`src/rtl/prlxf_pkg.sv`:
```
// Shared constants, types and helpers for the preamble/length/XOR frame receiver.
package prlxf_pkg;

    // Width of the frame position counter
    localparam int COUNT_BITS_DEFAULT = 16;

    // Capacity register reset value
    localparam logic [15:0] MAX_FRAME_RESET = 16'd512;

    // Receive phases
    localparam logic [1:0] PH_PREAMBLE = 2'd0;
    localparam logic [1:0] PH_LENGTH   = 2'd1;
    localparam logic [1:0] PH_BODY     = 2'd2;
    localparam logic [1:0] PH_DONE     = 2'd3;

    // Error codes
    localparam logic [2:0] ERR_NONE     = 3'd0;
    localparam logic [2:0] ERR_OVERFLOW = 3'd1;
    localparam logic [2:0] ERR_PREAMBLE = 3'd2;
    localparam logic [2:0] ERR_LENGTH   = 3'd3;
    localparam logic [2:0] ERR_CHECKSUM = 3'd4;

    // Opcodes
    localparam logic OP_BYTE    = 1'b0;
    localparam logic OP_RESTART = 1'b1;

    // Frame layout
    localparam int PREAMBLE_LEN = 5;
    localparam int HEADER_LEN   = 7;

    // One result beat
    typedef struct packed {
        logic [7:0]  data_byte;
        logic [15:0] byte_index;
        logic [1:0]  rx_phase;
        logic [2:0]  error_code;
        logic        frame_done;
    } result_t;

    // Expected preamble byte at a given offset
    function automatic logic [7:0] sync_byte(input logic [2:0] pos);
        logic [7:0] val;
        unique case (pos)
            3'd0, 3'd1, 3'd2: val = 8'hAA;
            3'd3:             val = 8'h96;
            3'd4:             val = 8'h69;
            default:          val = 8'h00;
        endcase
        return val;
    endfunction

endpackage

```
`src/rtl/prlxf_core.sv`:
```
// Frame state registers and the single-pass per-byte decode logic.
module prlxf_core #(
    parameter int COUNT_BITS = prlxf_pkg::COUNT_BITS_DEFAULT
) (
    input  logic                clk,
    input  logic                rst_n,
    input  logic                take,
    input  logic                opcode,
    input  logic [7:0]          rx_byte,
    input  logic [15:0]         max_frame_bytes,
    output prlxf_pkg::result_t  result
);

    localparam logic [16:0] CountCap = 17'((17'd1 << COUNT_BITS) - 17'd1);

    logic [1:0]            phase_reg, phase_next;
    logic [COUNT_BITS-1:0] count_reg, count_next;
    logic [15:0]           flen_reg, flen_next;
    logic [7:0]            xor_reg, xor_next;
    logic                  pmatch_reg, pmatch_next;

    // Working copies after the implicit clear that follows a finished frame
    logic [1:0]            ph_cur;
    logic [COUNT_BITS-1:0] cnt_cur;
    logic [15:0]           flen_cur;
    logic [7:0]            xor_cur;
    logic                  pm_cur;

    logic [15:0]           cap;
    logic [COUNT_BITS-1:0] cnt_inc;
    logic [16:0]           body_end;
    logic [15:0]           flen_new;
    logic                  pm_new;
    logic [2:0]            err;
    logic                  done;
    logic [1:0]            ph_new;

    always_comb
    begin
        if (phase_reg == prlxf_pkg::PH_DONE)
        begin
            ph_cur   = prlxf_pkg::PH_PREAMBLE;
            cnt_cur  = '0;
            flen_cur = '0;
            xor_cur  = '0;
            pm_cur   = 1'b1;
        end
        else
        begin
            ph_cur   = phase_reg;
            cnt_cur  = count_reg;
            flen_cur = flen_reg;
            xor_cur  = xor_reg;
            pm_cur   = pmatch_reg;
        end
    end

    // Effective capacity: register value limited by the counter range
    assign cap      = ({1'b0, max_frame_bytes} < CountCap) ? max_frame_bytes : CountCap[15:0];
    assign cnt_inc  = cnt_cur + COUNT_BITS'(1);
    assign body_end = {1'b0, flen_cur} + 17'(prlxf_pkg::HEADER_LEN);
    assign flen_new = (32'(cnt_inc) == 32'(prlxf_pkg::HEADER_LEN - 1)) ?
                      {8'h00, rx_byte} : {flen_cur[7:0], rx_byte};
    assign pm_new   = (32'(cnt_cur) < 32'(prlxf_pkg::PREAMBLE_LEN)
                       && rx_byte != prlxf_pkg::sync_byte(cnt_cur[2:0])) ? 1'b0 : pm_cur;

    // Per-byte decode
    always_comb
    begin
        err         = prlxf_pkg::ERR_NONE;
        done        = 1'b0;
        ph_new      = ph_cur;
        count_next  = cnt_cur;
        flen_next   = flen_cur;
        xor_next    = xor_cur;
        pmatch_next = pm_cur;

        if (17'(cnt_cur) + 17'd1 > {1'b0, cap})
        begin
            err = prlxf_pkg::ERR_OVERFLOW;
        end
        else
        begin
            count_next = cnt_inc;
            unique case (ph_cur)
                prlxf_pkg::PH_PREAMBLE:
                begin
                    pmatch_next = pm_new;
                    if (32'(cnt_inc) >= 32'(prlxf_pkg::PREAMBLE_LEN))
                    begin
                        if (!pm_new)
                            err = prlxf_pkg::ERR_PREAMBLE;
                        else
                            ph_new = prlxf_pkg::PH_LENGTH;
                    end
                end
                prlxf_pkg::PH_LENGTH:
                begin
                    xor_next  = xor_cur ^ rx_byte;
                    flen_next = flen_new;
                    if (32'(cnt_inc) != 32'(prlxf_pkg::HEADER_LEN - 1))
                    begin
                        if (flen_new == 16'd0 || flen_new > max_frame_bytes)
                            err = prlxf_pkg::ERR_LENGTH;
                        else
                            ph_new = prlxf_pkg::PH_BODY;
                    end
                end
                default:
                begin
                    // Body; the last byte is the checksum itself
                    if (17'(cnt_inc) >= body_end)
                    begin
                        if (xor_cur != rx_byte)
                            err = prlxf_pkg::ERR_CHECKSUM;
                        else
                        begin
                            ph_new = prlxf_pkg::PH_DONE;
                            done   = 1'b1;
                        end
                    end
                    else
                        xor_next = xor_cur ^ rx_byte;
                end
            endcase
        end

        // Any error clears the frame
        if (err != prlxf_pkg::ERR_NONE)
        begin
            ph_new      = prlxf_pkg::PH_PREAMBLE;
            count_next  = '0;
            flen_next   = '0;
            xor_next    = '0;
            pmatch_next = 1'b1;
        end

        phase_next = ph_new;

        result.data_byte  = rx_byte;
        result.byte_index = 16'(cnt_cur);
        result.rx_phase   = ph_new;
        result.error_code = err;
        result.frame_done = done;

        // Restart clears everything and reports zeros
        if (opcode == prlxf_pkg::OP_RESTART)
        begin
            phase_next  = prlxf_pkg::PH_PREAMBLE;
            count_next  = '0;
            flen_next   = '0;
            xor_next    = '0;
            pmatch_next = 1'b1;
            result      = '0;
        end
    end

    // Frame state
    always_ff @(posedge clk or negedge rst_n)
    begin
        if (!rst_n)
        begin
            phase_reg  <= prlxf_pkg::PH_PREAMBLE;
            count_reg  <= '0;
            flen_reg   <= '0;
            xor_reg    <= '0;
            pmatch_reg <= 1'b1;
        end
        else if (take)
        begin
            phase_reg  <= phase_next;
            count_reg  <= count_next;
            flen_reg   <= flen_next;
            xor_reg    <= xor_next;
            pmatch_reg <= pmatch_next;
        end
    end

endmodule

```
`src/rtl/preamble_length_xor_frame_receiver_unit.sv`:
```
// An accepted input beat is registered in the input register and then in the result register.
// Throughput: one byte per cycle unless out_stall holds; each byte decodes in one core pass.
// A stalled result register holds the input register, so up to two beats are in flight.
// Reset (rst_n low, asynchronous): frame state cleared, both stages empty,
// max_frame_bytes returns to 512.
module preamble_length_xor_frame_receiver_unit #(
    parameter int COUNT_BITS = prlxf_pkg::COUNT_BITS_DEFAULT
) (
    input  logic        clk,
    input  logic        rst_n,
    input  logic        cfg_wr_en,
    input  logic [15:0] cfg_wr_data,
    input  logic        in_valid,
    output logic        in_stall,
    input  logic        opcode,
    input  logic [7:0]  rx_byte,
    output logic        out_valid,
    input  logic        out_stall,
    output logic [7:0]  data_byte,
    output logic [15:0] byte_index,
    output logic [1:0]  rx_phase,
    output logic [2:0]  error_code,
    output logic        frame_done
);

    logic [15:0]        max_frame_reg;
    logic               in_valid_reg;
    logic               op_reg;
    logic [7:0]         byte_reg;
    logic               res_valid_reg;
    prlxf_pkg::result_t res_reg;
    prlxf_pkg::result_t res_next;
    logic               res_free;
    logic               advance;
    logic               accept;

    // Handshake
    assign res_free = !res_valid_reg || !out_stall;
    assign advance  = in_valid_reg && res_free;
    assign in_stall = in_valid_reg && !res_free;
    assign accept   = in_valid && !in_stall;

    // Capacity register
    always_ff @(posedge clk or negedge rst_n)
    begin
        if (!rst_n)
            max_frame_reg <= prlxf_pkg::MAX_FRAME_RESET;
        else if (cfg_wr_en)
            max_frame_reg <= cfg_wr_data;
    end

    // Input register
    always_ff @(posedge clk or negedge rst_n)
    begin
        if (!rst_n)
            in_valid_reg <= 1'b0;
        else if (accept)
            in_valid_reg <= 1'b1;
        else if (advance)
            in_valid_reg <= 1'b0;
    end

    always_ff @(posedge clk)
    begin
        if (accept)
        begin
            op_reg   <= opcode;
            byte_reg <= rx_byte;
        end
    end

    prlxf_core #(
        .COUNT_BITS (COUNT_BITS)
    ) u_core (
        .clk             (clk),
        .rst_n           (rst_n),
        .take            (advance),
        .opcode          (op_reg),
        .rx_byte         (byte_reg),
        .max_frame_bytes (max_frame_reg),
        .result          (res_next)
    );

    // Result register
    always_ff @(posedge clk or negedge rst_n)
    begin
        if (!rst_n)
            res_valid_reg <= 1'b0;
        else if (res_free)
            res_valid_reg <= advance;
    end

    always_ff @(posedge clk)
    begin
        if (advance)
            res_reg <= res_next;
    end

    assign out_valid  = res_valid_reg;
    assign data_byte  = res_reg.data_byte;
    assign byte_index = res_reg.byte_index;
    assign rx_phase   = res_reg.rx_phase;
    assign error_code = res_reg.error_code;
    assign frame_done = res_reg.frame_done;

endmodule

```
`config.mk`:
```
export PLATFORM = sky130hd
export DESIGN_NAME = preamble_length_xor_frame_receiver_unit
export DESIGN_NICKNAME = d
export VERILOG_FILES = /design/src/rtl/prlxf_pkg.sv /design/src/rtl/prlxf_core.sv /design/src/rtl/preamble_length_xor_frame_receiver_unit.sv
export SDC_FILE = /design/constraint.sdc
export NUM_CORES = 1
export LEC_CHECK = 0
export BUFFER_PORTS_ARGS = -buffer_cell sky130_fd_sc_hd__buf_2
export CAP_MARGIN = 0
export CORE_ASPECT_RATIO = 0.7
export CORE_MARGIN = 2
export CORE_UTILIZATION = 44
export CTS_CLUSTER_SIZE = 8
export DETAILED_ROUTE_END_ITERATION = 12
export PLACE_DENSITY = 0.64
export RECOVER_POWER = 50
export SLEW_MARGIN = 30
export SYNTH_ARGS = -nofsm -noshare
export SYNTH_HDL_FRONTEND = slang
export SYNTH_SLANG_ARGS = --single-unit
```
`constraint.sdc`:
```
create_clock -name clk -period 15.5 [get_ports clk]
set_clock_uncertainty 0.05 [all_clocks]
set_input_delay 2.325 -clock clk [delete_from_list [all_inputs] [get_ports clk]]
set_output_delay 2.325 -clock clk [all_outputs]
set_load 0.05 [all_outputs]
```
==> results of run 1 <==
## cells by family after synthesis
family                   after synthesis  synth area share, %
buffers and inverters                 90                5.142
AO/OA/AOI/OAI                        192                18.37
adder cells (fa/ha/maj)               59                10.44
multiplexers                           5               0.7624
AND/OR/NAND/NOR                      307                23.79
flip-flops                           100                38.26
XOR/XNOR                              26                3.227
## cell type report
type,instances,area [µm²]
clock inverters,4,51.30
clock buffers,12,236.5
inverters,46,172.7
flip-flops and latches,100,2700
fillers,1510,7848
multi-input cells,589,4003
well taps,200,250.2
repair buffers,66,334.1
## metrics by stage
step                setup slack (ns)  area (µm²)
finish                         7.073        7747
global route                   6.434        7747
CTS                            9.022        7759
detailed placement             9.039        7471
global placement               8.917        7462
floorplan                      9.335        7057
## power breakdown
part | total (mW) | switching (mW) | internal, mW | leakage [nW]
Clock | 0.225 | 0.0995 | 0.126 | 0.137
Sequential | 0.361 | 0.0457 | 0.315 | 1.19
Combinational | 0.469 | 0.303 | 0.167 | 2.05
## synthesized netlist by cell type (4+ instances only)
master / number
o22ai_1: 6
o21ai_1: 8
and3_1: 5
nand4_1: 19
dfrtp_1: 59
o21ai_0: 51
ha_1: 58
clkbuf_1: 31
and2_1: 18
edfxtp_1: 39
a31oi_1: 14
a21oi_1: 33
nor2b_1: 23
or4_1: 4
xnor2_1: 20
xor2_1: 6
and4_1: 4
o21a_1: 5
nor4bb_1: 4
or3_1: 8
buf_2: 8
nor3_1: 19
nand2b_1: 32
o31ai_1: 8
inv_1: 46
a21o_1: 4
o2bb2ai_1: 4
a211oi_1: 4
a32o_1: 7
a22o_1: 13
nor2_1: 49
nand2_1: 84
nand3_1: 11
## path summary, 6_finish.rpt
| path | start | to | slack, ns | depth (start not counted) |
|---|---|---|---|---|
| worst max-delay path | u_core.phase_reg[0] | u_core.xor_reg[6] | 7.07 | 23 |
| min in group asynchronous | rst_n | max_frame_reg[0] | 3.24 | 2 |
| worst min register to register | in_valid_reg | out_valid | 0.44 | 1 |
| max in group asynchronous | rst_n | u_core.count_reg[5] | 10.16 | 2 |
| worst min-delay path | in_valid_reg | out_valid | 0.44 | 1 |
| worst max register to register | u_core.phase_reg[0] | u_core.xor_reg[6] | 7.07 | 23 |
## metal layers
layer  up-vias  track usage, %
met1      2912           37.63
met2       268           36.38
met4         0           4.391
li1       2876               -
met3        18           4.572
met5         -               0
==> reports/qor.csv, run 1 <==
stage;metric;value;unit
synthesis;synth.yosys.seq_area_share;38.26;%
outcome;run_status;finished, violations left;
synthesis;yosys.cell_types.count;83;
route;drc_errors;0;
route;drt-initial-drc-count;529;
route;met1Wirelength;9.773;mm
synthesis;synth_area;7057;µm²
die;fp-row-count;38;
synthesis;avgSynthCellArea;9.059;µm²
power_and_ir_drop;power.total;1.055;mW
timing;period_needed;8.427;ns
global_route;overflow;0;
timing;tns;0;ns
clock_network;cts_resized;0;
global_route;grt_antenna_before_repair;0;
power_and_ir_drop;leakagePower;3.378;nW
cells_and_area;fin_util;49.68;%
critical_path;cp-start-kind;register;
critical_path;path_cells;ha_1, clkbuf_1, nand2b_1, inv_1, ha_1, ha_1, inv_1, nand2_1, or4_4, nor3_4, nor2_1, and2_1, ha_1, and4_1, and2_1, a31oi_1, nand2_1, mux2i_1, o21ai_0, a211oi_2, nor2_4, o31ai_1, a32o_1;
route;vias;6074;
cells_and_area;final_common_cell;nand2_1;
global_route;grt_pass1_wl;32.33;mm
synthesis;ys_top_cells_by_area;dfrtp_1, edfxtp_1, ha_1, nand2_1, o21ai_0;
timing;rsz0062_at_grt;false;
die;start_util;45.25;%
synthesis;post-synth-top-area-fraction;20.92;%
outcome;violations;capacitance limit, slew limit;
critical_path;crit_buf_inv;3;
timing;fin_hold_ws;0.4432;ns
clock_network;clk_pin_slew;0.07;ns
die;core;15600;µm²
cells_and_area;drive_gt1_share;13.22;%
global_route;grt_max_degree;83;
clock_network;clockBufferDepth;2;
die;die_h;110.0;µm
timing;max_slew_margin;-137.6;%
synthesis;yosysTopAreaCell;dfrtp_1;
worst_hold_path;min_path_type;register to register;
die;io_pins;62;
critical_path;slowest_stage;clkbuf_1;
critical_path;worstPathArrival;8.62;ns
critical_path;cp_max_fo;82;
flow_run;maxCapViolations;2;
critical_path;crit_family;simple AND/OR/NAND/NOR gates;
clock_network;cts_tree;done;
cells_and_area;insertedDiodeCount;0;
die;die_w;155.4;µm
placed_design;io_buffers;61;
critical_path;path_common_cell;ha_1;
clock_network;numCtsBuffers;9;
synthesis;synth_enable_flop_cells;39;
route;drtPass1Iterations;5;
timing;finalMaxSlewViolations;145;
clock_network;postCtsSetupRepairBufs;0;
synthesis;async_reset_ff_share;61.00;%
placed_design;dp_cells;1001;
critical_path;endpoint_kind;register;
critical_path;critPathKind;register to register;
critical_path;cp.required;15.69;ns
placed_design;hpwlAfterDp;15.06;mm
clock_network;htree_num_levels;3;
timing;post-route-period-util;54.37;%
die;die_area;17080;µm²
clock_network;cts_root_buffer;clkbuf_16;
clock_network;clock_latency;0.36;ns
timing;fmax;118.7;MHz
timing;setup_viol;0;
critical_path;critical_path.max_stage_delay;2.23;ns
synthesis;synth_warnings;0;
placed_design;gp_congestion;0.9281;
clock_network;cts_hold_buf;0;
cells_and_area;layout_common_cells;nand2_1, buf_2, dfrtp_1;
cells_and_area;stdcell_count;1017;
clock_network;cts_sinks;100;
synthesis;synth_seq_cells;100;
global_route;grt_pass1_vias;5708;
route;wl_met2;8.475;mm
synthesis;synth_flop_cell;dfrtp_1;
cells_and_area;nNetsFinal;900;
timing;hold_violations;0;
route;via_per_inst;5.972;
timing;worst_pin_slew;3.564;ns
synthesis;synth_nets;867;
route;ant_nets;0;
cells_and_area;syn2layout_area_growth;9.787;%
route;wl_per_cell;19.69;µm
route;top_layer_used;met4;
power_and_ir_drop;powerDensity;136.2;nW/µm²
route;wl_met3;1.566;mm
route;totalWireLength;20.02;mm
power_and_ir_drop;ir_drop;73.56;µV
synthesis;syn_inst;779;
global_route;grtUsageTotal;24.58;%
Note: power is estimated with default switching activity, not from simulation.
==> run 2: changes to the inputs <==
Settings changed: PLACE_DENSITY 0.64 to 0.66.
Clock period 15.5 ns to 6.75 ns, I/O delays scaled along.
==> run 2 against run 1 <==
The run still ends with capacitance limit, slew limit left. Global-route usage is 1.4 points lower. Sequential share of layout area is 0.17 points lower. First-iteration DRC count is 23% lower. Fmax is 44% higher. Largest power group unchanged. Core utilization is 0.24 points higher. Non-clock buffer count is 5 higher. Highest routed layer unchanged. Power is 130% higher. Critical path type unchanged. Clock power is 130% higher. Largest cell class unchanged. Final area is 0.48% higher. Critical path depth is 1 lower.
==> reports/qor.csv, run 2 (synthesis gave the netlist of run 1 again) <==
stage;metric;value;unit;change
outcome;run_status;finished, violations left;;unchanged
outcome;violations;capacitance limit, slew limit;;unchanged
die;core;15600;µm²;unchanged
critical_path;regToRegSetupSlack;0.88;ns;was 7.07 ns
placed_design;dp_cells;1006;;was 1001
power_and_ir_drop;leakagePower;3.418;nW;was 3.378 nW
die;die_area;17080;µm²;unchanged
critical_path;worst_r2r_endpoint;u_core.count_reg[14];;was u_core.xor_reg[6]
route;drc_errors;0;;unchanged
route;wl_per_cell;18.55;µm;was 19.69 µm
route;drtPass1Iterations;5;;unchanged
timing;fin_hold_ws;0.4754;ns;was 0.4432 ns
cells_and_area;layout_common_cells;nand2_1, buf_2, dfrtp_1;;unchanged
global_route;overflow;0;;unchanged
timing;setup_viol;0;;unchanged
critical_path;cp.required;6.98;ns;was 15.69 ns
critical_path;reg2reg_from;u_core.phase_reg[0];;unchanged
critical_path;cp-start-kind;register;;unchanged
critical_path;endpoint_kind;register;;unchanged
clock_network;postCtsSetupRepairBufs;0;;unchanged
die;die_w;155.4;µm;unchanged
timing;finalMaxSlewViolations;62;;was 145
critical_path;rr_worst_depth;22;;was 23
placed_design;gp_congestion;0.9316;;was 0.9281
global_route;grtUsageTotal;23.18;%;was 24.58%
clock_network;cts_tree;done;;unchanged
timing;period_needed;5.872;ns;was 8.427 ns
clock_network;cts_hold_buf;0;;unchanged
critical_path;critPathKind;register to register;;unchanged
flow_run;maxCapViolations;1;;was 2
timing;fmax;170.3;MHz;was 118.7 MHz
critical_path;slowest_stage;or4_4;;was clkbuf_1
clock_network;htree_num_levels;3;;unchanged
placed_design;hpwlAfterDp;14.15;mm;was 15.06 mm
critical_path;path_common_cell;ha_1;;unchanged
worst_hold_path;whs_path_depth;1;;unchanged
timing;tns;0;ns;unchanged
clock_network;numCtsBuffers;9;;unchanged
clock_network;clk_pin_slew;0.07;ns;about the same
cells_and_area;multi_input_area;3994;µm²;was 4003 µm²
route;vias;5940;;was 6074
die;fp-row-count;38;;unchanged
global_route;grt_max_degree;62;;was 83
critical_path;path_cells;ha_1, nand2b_1, inv_1, ha_1, nand4_1, o31ai_1, o221ai_1, or4_4, nor3_4, nor2_1, and2_1, ha_1, a21oi_1, o21ai_0, or3_1, mux2i_1, o21ai_0, a211oi_2, nor2_2, buf_4, or3_1, a21oi_1;;was ha_1, clkbuf_1, nand2b_1, inv_1, ha_1, ha_1, inv_1, nand2_1, or4_4, nor3_4, nor2_1, and2_1, ha_1, and4_1, and2_1, a31oi_1, nand2_1, mux2i_1, o21ai_0, a211oi_2, nor2_4, o31ai_1, a32o_1
clock_network;cts_sinks;100;;unchanged
cells_and_area;seq_area;2700;µm²;unchanged
die;die_h;110.0;µm;unchanged
critical_path;cp_max_fo;10;;was 82
cells_and_area;fillers;1496;;was 1510
critical_path;worstPathArrival;6.10;ns;was 8.62 ns
cells_and_area;drive_gt1_share;14.11;%;was 13.22%
timing;worst_pin_slew;3.449;ns;was 3.564 ns
clock_network;clockBufferDepth;2;;unchanged
global_route;grt_antenna_before_repair;0;;unchanged
worst_hold_path;min-delay-start;in_valid_reg;;unchanged
timing;hold_violations;0;;unchanged
timing;post-route-period-util;86.99;%;was 54.37%
power_and_ir_drop;powerDensity;308.5;nW/µm²;was 136.2 nW/µm²
cells_and_area;insertedDiodeCount;0;;unchanged
timing;rsz0062_at_grt;false;;unchanged
timing;max_slew_margin;-129.9;%;was -137.6%
die;start_util;45.25;%;unchanged
global_route;grt_pass1_vias;5477;;was 5708
die;io_pins;62;;unchanged
route;drt-initial-drc-count;409;;was 529
critical_path;critical_path.max_stage_delay;0.45;ns;was 2.23 ns
power_and_ir_drop;ir_drop;144.8;µV;was 73.56 µV
route;ant_nets;0;;unchanged
clock_network;cts_resized;0;;unchanged
cells_and_area;stdcell_count;1022;;was 1017
route;via_per_inst;5.812;;was 5.972
route;totalWireLength;18.96;mm;was 20.02 mm
worst_hold_path;hold_path_end;out_valid;;unchanged
clock_network;clock_latency;0.36;ns;about the same
cells_and_area;syn2layout_area_growth;10.32;%;was 9.787%
worst_hold_path;min_path_type;register to register;;unchanged
placed_design;io_buffers;61;;unchanged
clock_network;cts_root_buffer;clkbuf_16;;unchanged
cells_and_area;final_common_cell;nand2_1;;unchanged
cells_and_area;nNetsFinal;905;;was 900
global_route;grt_pass1_wl;30.37;mm;was 32.33 mm
==> run 2: cell count changes in the layout (fill, tap and decap cells not counted), moves of 2 or more <==
cell / before / now
and2_0: 9 / 2
and2_1: 9 / 16
buf_4: 3 / 9
clkbuf_1: 6 / 2
inv_6: 1 / 3
==> run 2: power by group <==
group | internal, mW | switching (mW) | total, mW
logic | 0.390 | 0.658 | 1.05
clock network | 0.268 | 0.254 | 0.522
registers | 0.723 | 0.109 | 0.832
total | 1.38 | 1.02 | 2.40
==> run 2: cell type report <==
cell class | count | share of cell area, %
Multi-Input combinational cell | 589 | 51.30
Clock inverter | 6 | 0.6911
Inverter | 46 | 2.218
Tap cell | 200 | 3.214
Timing Repair Buffer | 71 | 4.822
Clock buffer | 10 | 3.070
Sequential cell | 100 | 34.68
==> run 2: metal layers <==
metal	global-route usage (%)	wire length (µm)	vias to the layer above
met2	32.59	7586	243
met1	34.78	9486	2773
met5	0	0	-
met3	6.267	1559	30
li1	-	-	2894
met4	6.356	327	0
==> run 2: worst max-delay path by stage <==
stage / startpoint / end / slack [ns] / depth (start not counted)
detailed placement: u_core.phase_reg[0] / u_core.count_reg[14] / 1.04 / 22
floorplan: u_core.phase_reg[0] / rx_phase[0] / 0.59 / 29
global route: u_core.phase_reg[0] / u_core.count_reg[14] / 0.50 / 21
finish: u_core.phase_reg[0] / u_core.count_reg[14] / 0.88 / 22
CTS: u_core.phase_reg[0] / u_core.count_reg[14] / 1.03 / 22
global placement: u_core.phase_reg[0] / u_core.count_reg[14] / 1.12 / 21
==> run 2: per-stage QoR <==
| stage | setup WS, ns | util [%] | instance area, µm² | power (mW) |
|---|---|---|---|---|
| 3_3_place_gp | 1.119 | 48.09 | 7500 | 1.863 |
| 5_1_grt | 0.5019 | 49.92 | 7785 | 2.551 |
| 3_5_place_dp | 1.037 | 48.09 | 7500 | 1.864 |
| 6_report | 0.8781 | 49.92 | 7785 | 2.402 |
| 4_1_cts | 1.026 | 49.97 | 7792 | 2.392 |
| 2_1_floorplan | 0.5852 | - | 7057 | 1.587 |
==> run 2: critical path, delay by kind of cell, from the launching register on <==
kind | cells | cell delay, ns
DFF | 1 | 0.42
AOI/OAI and AO/OA | 7 | 1.46
and+or+nand+nor | 9 | 2.51
adders and majority gates | 3 | 0.83
muxes | 1 | 0.14
buffers and inverters | 2 | 0.39
==> run 3: changes to the inputs <==
--- a/config.mk
+++ b/config.mk
@@ -10,3 +10,3 @@
 export CORE_ASPECT_RATIO = 0.7
-export CORE_MARGIN = 2
+export CORE_MARGIN = 1.5
 export CORE_UTILIZATION = 44
==> constraint.sdc (replaced) <==
create_clock -name clk -period 6.75 [get_ports clk]
set_clock_uncertainty 0.05 [all_clocks]
set_input_delay 0 -clock clk [delete_from_list [all_inputs] [get_ports clk]]
set_output_delay 0 -clock clk [all_outputs]
set_load 0.05 [all_outputs]
==> run 3 against run 2 <==
The flow still finishes with violations (capacitance limit, slew limit). Sequential power barely moved. Die area fell by 1.5%. Power rose by 4.2%. Final area rose by 4.0%. Wire length rose by 2.6%. Global-route usage rose by 0.87 points. Final cell count rose by 2.7%. Sequential cell count did not move.
==> reports/qor.csv, run 3 (synthesis gave the netlist of run 1 again) <==
stage;metric;value;unit;change
power_and_ir_drop;ir_drop;193.0;µV;was 144.8 µV
power_and_ir_drop;intPower;1.492;mW;was 1.381 mW
timing;rsz0062_at_grt;false;;unchanged
cells_and_area;drive_gt1_share;10.00;%;was 14.11%
placed_design;io_buffers;61;;unchanged
critical_path;endpoint_kind;register;;unchanged
cells_and_area;final_common_cell;nand2_1;;unchanged
clock_network;cts_tree;done;;unchanged
cells_and_area;fin_util;51.89;%;was 49.92%
die;die_h;109.0;µm;was 110.0 µm
timing;fin_hold_ws;0.04295;ns;was 0.4754 ns
clock_network;numCtsBuffers;9;;unchanged
placed_design;hpwlAfterDp;14.13;mm;was 14.15 mm
power_and_ir_drop;p_clk_share;24.2;%;was 21.7%
cells_and_area;insertedDiodeCount;0;;unchanged
cells_and_area;nNetsFinal;933;;was 905
clock_network;cts_sinks;100;;unchanged
power_and_ir_drop;leakagePower;3.466;nW;was 3.418 nW
route;vias;6203;;was 5940
clock_network;clockBufferDepth;2;;unchanged
critical_path;cp.required;6.98;ns;about the same
route;drc_errors;0;;unchanged
critical_path;worstPathArrival;6.00;ns;was 6.10 ns
critical_path;reg2reg_from;u_core.phase_reg[1];;was u_core.phase_reg[0]
global_route;overflow;0;;unchanged
timing;finalMaxSlewViolations;62;;unchanged
global_route;grt_pass1_wl;31.03;mm;was 30.37 mm
global_route;grt_pass1_vias;5656;;was 5477
die;start_util;45.25;%;unchanged
clock_network;htree_num_levels;3;;unchanged
cells_and_area;layout_common_cells;nand2_1, dfrtp_1, ha_1;;was nand2_1, buf_2, dfrtp_1
power_and_ir_drop;switching_share;40.38;%;was 42.50%
clock_network;clk_pin_slew;0.07;ns;about the same
route;via_per_inst;5.908;;was 5.812
timing;post-route-period-util;85.60;%;was 86.99%
worst_hold_path;whs_path_depth;3;;was 1
global_route;grt_antenna_before_repair;0;;unchanged
global_route;grt_max_degree;62;;unchanged
critical_path;regToRegSetupSlack;0.97;ns;was 0.88 ns
route;wl_per_cell;18.52;µm;was 18.55 µm
timing;fmax;173.1;MHz;was 170.3 MHz
timing;tns;0;ns;unchanged
critical_path;critPathKind;register to register;;unchanged
route;ant_nets;0;;unchanged
critical_path;crit_start;u_core.phase_reg[1];;was u_core.phase_reg[0]
outcome;violations;capacitance limit, slew limit;;unchanged
die;fp-row-count;38;;unchanged
power_and_ir_drop;seqPwrFrac;33.3;%;was 34.6%
power_and_ir_drop;p_sw;1.010;mW;was 1.021 mW
clock_network;cts_root_buffer;clkbuf_16;;unchanged
critical_path;worst_r2r_endpoint;u_core.count_reg[14];;unchanged
outcome;run_status;finished, violations left;;unchanged
power_and_ir_drop;p_comb_share;42.5;%;was 43.6%
cells_and_area;syn2layout_area_growth;14.68;%;was 10.32%
route;drtPass1Iterations;5;;unchanged
timing;hold_violations;0;;unchanged
die;die_area;16820;µm²;was 17080 µm²
route;drt-initial-drc-count;522;;was 409
critical_path;rr_worst_depth;21;;was 22
die;die_w;154.4;µm;was 155.4 µm
flow_run;maxCapViolations;1;;unchanged
route;totalWireLength;19.45;mm;was 18.96 mm
worst_hold_path;min_path_type;input pin to register;;was register to register
placed_design;gp_congestion;0.9306;;was 0.9316
timing;setup_viol;0;;unchanged
worst_hold_path;hold_path_end;max_frame_reg[9];;was out_valid
global_route;grtUsageTotal;24.05;%;was 23.18%
timing;max_slew_margin;-130.9;%;was -129.9%
die;core;15600;µm²;unchanged
worst_hold_path;min-delay-start;cfg_wr_en;;was in_valid_reg
critical_path;cp_max_fo;40;;was 10
timing;worst_pin_slew;3.464;ns;was 3.449 ns
timing;period_needed;5.778;ns;was 5.872 ns
power_and_ir_drop;powerDensity;309.2;nW/µm²;was 308.5 nW/µm²
die;io_pins;62;;unchanged
critical_path;cp-start-kind;register;;unchanged
clock_network;clock_latency;0.35;ns;was 0.36 ns
[run 3: per-stage QoR]
step	power, mW	setup slack [ns]	std cells	area (µm²)
after floorplan	1.587	0.5852	779	7057
after global placement	1.862	1.114	1005	7492
after detailed placement	1.872	1.006	1005	7495
after CTS	2.498	0.9993	1050	8135
after global routing	2.658	0.5621	1050	8093
final	2.502	0.9719	1050	8093
[run 3: worst max-delay path by stage]
stage | to | slack, ns
after floorplan | rx_phase[0] | 0.59
after global placement | u_core.count_reg[14] | 1.11
after detailed placement | u_core.count_reg[14] | 1.01
after CTS | u_core.count_reg[14] | 1.0
after global routing | u_core.count_reg[14] | 0.56
final | u_core.count_reg[14] | 0.97
[run 3: repair_timing]
item	in CTS	in global routing
buffers inserted	0	0
endpoints found under the hold margin	86	0
setup endpoints to repair	0	0
hold buffers	29	0
gates resized for setup	0	0
[run 3: per-layer routing]
metal / global-route usage, % / part of all wire (%) / wire length [µm] / up-vias
li1: - / - / - / 2958
met1: 36.17 / 49 / 9524 / 2966
met2: 35.10 / 42 / 8083 / 260
met3: 5.087 / 8.3 / 1622 / 19
met4: 5.701 / 1.1 / 214 / 0
met5: 0 / 0 / 0 / -
[run 3: cell type report]
type	count	area, µm²
Inverter	46	175.2
Multi-Input combinational cell	589	3996
Tap cell	200	250.2
Clock inverter	6	111.4
Clock buffer	10	239.0
Timing Repair Buffer	99	620.6
Fill cell	1441	7502
Sequential cell	100	2700
[run 3: critical path: stages, from the launching register on]
cell and delay, ns:
dfrtp_1 0.40, ha_2 0.23, buf_4 0.35, nand2b_1 0.39, ha_1 0.33, inv_1 0.14, nand2_1 0.13, or4_4 0.51
nor3_4 0.41, nor2_1 0.14, and2_1 0.21, ha_1 0.29, a21oi_1 0.16, o21ai_0 0.18, or3_1 0.38, mux2i_1 0.13
o21ai_0 0.13, a211oi_2 0.31, nor2_2 0.16, buf_4 0.20, or3_1 0.35, a21oi_1 0.14
[run 3: power groups by stage]
stage / registers, mW / logic [mW] / clock network [mW]
after floorplan: 0.860 / 0.726 / 0
after global routing: 0.845 / 1.17 / 0.638
final: 0.832 / 1.06 / 0.606
after detailed placement: 0.839 / 1.03 / 0
after CTS: 0.827 / 1.05 / 0.617
after global placement: 0.840 / 1.02 / 0
